--- src/rtl/banked_memory_with_destructive_read_defines.svh ---
// ----------------------------------------------------------------------------
// Banked memory assertion macros
// Clocked implication checks used by the banked memory top-level module.
// ----------------------------------------------------------------------------
`ifndef BANKED_MEMORY_WITH_DESTRUCTIVE_READ_DEFINES_SVH
`define BANKED_MEMORY_WITH_DESTRUCTIVE_READ_DEFINES_SVH

// same-cycle implication
`define BMDR_ASSERT_NOW(label, clk, rst_n, ante, cons) \
	label: assert property (@(posedge clk) disable iff (!rst_n) (ante) |-> (cons)) \
		else $error("bmdr: same-cycle check failed");

// next-cycle implication
`define BMDR_ASSERT_NEXT(label, clk, rst_n, ante, cons) \
	label: assert property (@(posedge clk) disable iff (!rst_n) (ante) |=> (cons)) \
		else $error("bmdr: next-cycle check failed");

`endif

--- src/rtl/bmdr_pkg.sv ---
// ----------------------------------------------------------------------------
// Banked memory package
// Opcodes, status codes, region kinds, decode result and a word helper.
// ----------------------------------------------------------------------------
package bmdr_pkg;

	localparam int unsigned DATA_W     = 16;
	localparam int unsigned ADDR_W     = 16;
	localparam int unsigned BANK_W     = 5;
	localparam int unsigned LIDX_W     = 15;
	localparam int unsigned ERAS_DEPTH = 1024;
	localparam int unsigned ERAS_AW    = 10;
	localparam int unsigned REG_END    = 'o20;
	localparam int unsigned FIDX_W     = 18;

	typedef enum logic [1:0] {
		OP_READ  = 2'd0,
		OP_WRITE = 2'd1,
		OP_LOAD  = 2'd2
	} opcode_t;

	typedef enum logic [1:0] {
		ST_OK        = 2'd0,
		ST_REGISTER  = 2'd1,
		ST_BANK_ZERO = 2'd2,
		ST_UNMAPPED  = 2'd3
	} status_t;

	typedef enum logic [1:0] {
		KIND_NONE  = 2'd0,
		KIND_ERAS  = 2'd1,
		KIND_FIXED = 2'd2
	} kind_t;

	typedef struct packed {
		kind_t               kind;
		status_t             status;
		logic [ERAS_AW-1:0]  eidx;
		logic [FIDX_W-1:0]   fidx;
	} dec_t;

	// bit 15 (mask 0x4000) takes a copy of bit 16 (mask 0x8000)
	function automatic logic [DATA_W-1:0] copy_sign(logic [DATA_W-1:0] w);
		return {w[DATA_W-1], w[DATA_W-1], w[DATA_W-3:0]};
	endfunction

endpackage

--- src/rtl/bmdr_decode.sv ---
// ----------------------------------------------------------------------------
// Address decode
// Splits a machine address into register area, erasable, fixed-fixed and
// banked regions and forms the store index.
// ----------------------------------------------------------------------------
module bmdr_decode
	import bmdr_pkg::*;
#(
	parameter int unsigned ERASABLE_END      = 1023,
	parameter int unsigned FIXED_FIXED_START = 1024,
	parameter int unsigned FIXED_FIXED_END   = 3071,
	parameter int unsigned BANKED_START      = 3072,
	parameter int unsigned BANK_WORDS        = 1024,
	parameter int unsigned FIXED_WORDS       = 32768
) (
	input  logic [ADDR_W-1:0] address,
	input  logic [BANK_W-1:0] bank,
	output dec_t              dec
);

	logic [31:0]       a32;
	logic [BANK_W-1:0] bank_m1;
	logic [FIDX_W-1:0] fidx;
	logic              hit;

	assign a32     = 32'(address);
	assign bank_m1 = bank - BANK_W'(1);

	always_comb begin
		dec        = '0;
		dec.kind   = KIND_NONE;
		dec.status = ST_UNMAPPED;
		dec.eidx   = address[ERAS_AW-1:0];
		fidx       = '0;
		hit        = 1'b0;
		if (a32 < REG_END) begin
			dec.status = ST_REGISTER;
		end else if (a32 <= ERASABLE_END) begin
			if (a32 < ERAS_DEPTH) begin
				dec.kind   = KIND_ERAS;
				dec.status = ST_OK;
			end
		end else begin
			if (a32 >= FIXED_FIXED_START && a32 <= FIXED_FIXED_END) begin
				fidx = FIDX_W'(a32 - FIXED_FIXED_START);
				hit  = 1'b1;
			end else if (a32 >= BANKED_START && (a32 - BANKED_START) < BANK_WORDS) begin
				if (bank == '0) begin
					dec.status = ST_BANK_ZERO;
				end else begin
					fidx = FIDX_W'(a32 - BANKED_START)
						+ FIDX_W'(bank_m1) * FIDX_W'(BANK_WORDS);
					hit  = 1'b1;
				end
			end
			if (hit && 32'(fidx) < FIXED_WORDS) begin
				dec.kind   = KIND_FIXED;
				dec.status = ST_OK;
			end
		end
		dec.fidx = fidx;
	end

endmodule

--- config.mk ---
export PLATFORM = sky130hd
export DESIGN_NAME = bmdr_decode
export DESIGN_NICKNAME = d
export VERILOG_FILES = /design/src/rtl/banked_memory_with_destructive_read_defines.svh /design/src/rtl/bmdr_pkg.sv /design/src/rtl/bmdr_decode.sv
export SDC_FILE = /design/constraint.sdc
export NUM_CORES = 1
export LEC_CHECK = 0
export ABC_AREA = 1
export BUFFER_PORTS_ARGS = -buffer_cell sky130_fd_sc_hd__buf_4
export CORE_MARGIN = 1
export CORE_UTILIZATION = 45
export DETAILED_ROUTE_END_ITERATION = 6
export PLACE_DENSITY = 0.79
export SETUP_SLACK_MARGIN = 0.05
export SLEW_MARGIN = 20
export SYNTH_ARGS = -nofsm -noshare
export SYNTH_HDL_FRONTEND = slang
export SYNTH_SLANG_ARGS = --single-unit
--- constraint.sdc ---
create_clock -name vclk -period 4.2
set_clock_uncertainty 0.1 [all_clocks]
set_input_delay 0.63 -clock vclk [all_inputs]
set_output_delay 0.63 -clock vclk [all_outputs]
set_load 0.02 [all_outputs]
Yosys cells after proc, flatten, opt, wreduce, memory -nomap -nowiden
Index checks and enable logic that the tools add are counted.
{ "word_totals": {"inputBits": 21, "ff_bits": 0, "output_inout_bits": 32, "elab_cells": 36} }
{ "op_classes": {"n_addsub": 4, "n_mux": 20, "n_reduce_logical": 4, "order_cmp": 8} }
{ "ops": {"columns": ["cell", "count"], "rows": [
  ["18-bit two-way mux", 7],
  ["32-bit by 11-bit less-than comparator with 1-bit output, second input constant", 1],
  ["17-bit by 16-bit adder with 18-bit output", 1],
  ["18-bit by 16-bit less-than comparator with 1-bit output, second input constant", 1],
  ["16-bit by 11-bit subtractor with 17-bit output, second input constant", 1],
  ["16-bit by 12-bit subtractor with 17-bit output, second input constant", 1],
  ["16-bit by 11-bit >= comparator with 1-bit output, second input constant", 1],
  ["16-bit by 12-bit >= comparator with 1-bit output, second input constant", 1],
  ["16-bit by 10-bit <= comparator with 1-bit output, second input constant", 1],
  ["16-bit by 12-bit <= comparator with 1-bit output, second input constant", 1],
  ["16-bit by 11-bit less-than comparator with 1-bit output, second input constant", 1],
  ["16-bit by 5-bit less-than comparator with 1-bit output, second input constant", 1],
  ["1-bit two-way mux", 8],
  ["4-bit two-way mux", 2],
  ["5-bit logical NOT", 1],
  ["5-bit by 1-bit subtractor with 5-bit output, second input constant", 1],
  ["2-bit two-way mux", 2],
  ["1-bit logical AND", 3],
  ["3-bit two-way mux", 1]
]} }

Depth between registers and ports, before layout
{ "logic_depth": {"depth_word": 12, "mapped_depth": 15, "depth_no_buf": 15} }

Worst setup path before layout
OpenSTA, ideal clock, no wires.
{ "synth_path": {"path_type": "input-to-output", "start": "input bank[0]", "end": "output dec[15] (netlist name)", "n_path_buf": 0, "arrival_ps": 2277, "t_required_ps": 3470, "setup_slack_ps": 1193, "path_stages": 11, "path_cell_list": "inv_1 -> ha_1 -> xor2_1 -> ha_1 -> a21oi_1 -> nand2_1 -> nand3_1 -> o21ai_0 -> nand2_1 -> nand3_1 -> a21oi_1"} }
{ "synth_rtl": {"columns": ["item", "line_no", "rtl"], "rows": [
  ["start: declaration", "bmdr_decode.sv:17", "input logic [BANK_W-1:0] bank,"],
  ["end: declaration", "bmdr_decode.sv:18", "output dec_t dec"]
]} }

==> flow_summary.json <==
{
  "synth-seq-area-share_pct": 0,
  "viasPerCell": 4.61,
  "netlist_instances": 194,
  "netlist_area_mm2": 0.00105,
  "critPathLaunch": "address[10]",
  "drive_above_1_share_pct": 33.5,
  "dp_hpwl_mm": 2.12,
  "initial_core_util_pct": 47.5,
  "layout_min_cycle_time_ns": 3.28,
  "antenna_found_initial": 0,
  "ys_types": 24,
  "path_max_fanout": 7,
  "rsz0062_at_grt": "no",
  "synthTopCellsByArea": "nand2_1, inv_1, ha_1, buf_4, nand3_1",
  "hold_violations": 0,
  "status": "finished, final reports clean",
  "cts_setup_buffers": 0,
  "final_cells": 261,
  "multiInputGateArea_um2": 796,
  "dp_slack_ns": 0.925,
  "hold_buffers": 0,
  "dpl.cell_count": 261,
  "worst_setup_path_end_kind": "output port",
  "wl_per_cell_um": 9.31,
  "dieArea_mm2": 0.00253,
  "grt_usage_pct": 19.4,
  "setup_ws_ns": 0.918,
  "nNetsFinal": 267,
  "grt_pass1_wl_mm": 4.07,
  "ctsResizeCount": 0,
  "report.final.slew_viol_count": 0,
  "finalWeightedCongestion": 0.826,
  "grt_pass1_vias": 979,
  "overflow": 0,
  "cp-start-kind": "input port",
  "routed_wl_mm": 2.43,
  "p_leak_uw": 0.000850,
  "core_area_mm2": 0.00221,
  "dr.pass1.iters": 4,
  "die_width_um": 50.3,
  "nClkBuffers": 0,
  "fmax_ghz": 0.305,
  "ys_warn_count": 0,
  "rows": 17,
  "p_per_area_mw_per_mm2": 101,
  "period_share_pct": 78.1,
  "fillers": 224,
  "ant_nets": 0,
  "synth_top_cell_by_area": "nand2_1",
  "finalSetupViolCount": 0,
  "finalSetupTns_ns": 0,
  "irDropWorstVdd_mv": 0.0660,
  "hold_slack_ns": 1.37,
  "hp-class": "in -> out",
  "worstPathArrival_ns": 2.55,
  "hold_start": "address[2]",
  "maxCapViolCount": 0,
  "n_sequential_cell": 0,
  "drt_iter0_drc": 24,
  "io_buffers": 51,
  "die_height_um": 50.3,
  "required_ns": 3.47,
  "netlist.area_leader.share_pct": 18.2,
  "synth.avg_cell_area_um2": 5.42,
  "seq_area_um2": 0,
  "grt_max_degree": 16,
  "vias": 1203,
  "remaining_drc_errors": 0,
  "crit_type": "in -> out",
  "area_growth_pct": 30.5,
  "io_pins": 53,
  "antenna_cells": 0
}
worst max-delay path, cell delays in order:
cell and delay, ns:
buf_4 0.14, ha_1 0.22, xor2_1 0.21, inv_1 0.07, ha_1 0.34, nand3_1 0.08, nand2_1 0.10, nand3_1 0.10
o21ai_0 0.16, nand2_1 0.07, nand3_1 0.10, nand3_2 0.09, nand2_1 0.07, inv_1 0.03, buf_4 0.14
cell type report:
cell class / count / share of cell area [%]
repair buffers: 51 / 27.9
multi-input cells: 140 / 58.0
inverters: 42 / 11.5
well taps: 28 / 2.55
path summary, 6_finish.rpt:
path,to,slack [ns],cells past startpoint
max,dec[28],0.92,15
min,dec[20],1.37,2
metal layers:
metal  part of all wire [%]  GRT usage, %  vias to the layer above
li1                       -             -                      667
met1                     50          27.3                      506
met2                     46          34.4                       30
met3                    4.2         0.303                        0
met4                      0         0.463                        0
met5                      0             0                        -
layout by cell type (no fill, tap or decap):
master    netlist  routed
nor2_1         14      14
a21oi_1         4       4
nand2_4         1       1
xnor2_1         1       1
a211oi_2        2       2
conb_1          1       2
inv_2           5       5
nor3_2          2       2
nand3_1        17      17
nand3_2         2       2
fa_1            1       1
o21ai_0         3       3
nor3_1          2       2
inv_1          37      37
nor2_2         12      12
nand4_1         6       6
a211oi_1        1       1
buf_4          12      51
ha_1           10      10
xor2_1          4       4
o21ai_1         2       2
nand2_1        51      51
nand2_2         3       3
Yosys cell counts, types with 2 or more instances:
| cell | instances |
|---|---|
| nor2_2 | 12 |
| nand2_1 | 51 |
| xor2_1 | 4 |
| buf_4 | 12 |
| inv_1 | 37 |
| nor3_2 | 2 |
| nand4_1 | 6 |
| nand2_2 | 3 |
| a211oi_2 | 2 |
| ha_1 | 10 |
| nand3_1 | 17 |
| o21ai_0 | 3 |
| nor3_1 | 2 |
| inv_2 | 5 |
| nor2_1 | 14 |
| nand3_2 | 2 |
| o21ai_1 | 2 |
| a21oi_1 | 4 |
kinds of logic after synthesis:
kind of cell / synth area share (%)
xor gates and xnor gates: 4.17
adders and majority gates: 13.8
and+or+nand+nor: 49.6
AOI/OAI and AO/OA: 7.38
other: 0.357
buffers and inverters: 24.6
through the flow:
| stage | cell area [um^2] | utilization [%] | total power [uW] |
|---|---|---|---|
| after floorplan | 1050 | - | 97.7 |
| after global placement | 1370 | 62.0 | 138 |
| after detailed placement | 1370 | 62.0 | 139 |
| after CTS | 1370 | 62.0 | 139 |
| after global routing | 1370 | 62.0 | 156 |
| final | 1370 | 62.0 | 139 |
report_power, final:
part | internal (uW) | switching, uW | total (uW)
logic | 56.6 | 82.0 | 139
registers | 0 | 0 | 0
clock network | 0 | 0 | 0
total | 56.6 | 82.0 | 139
No activity file was read; power rests on OpenSTA's default activity.
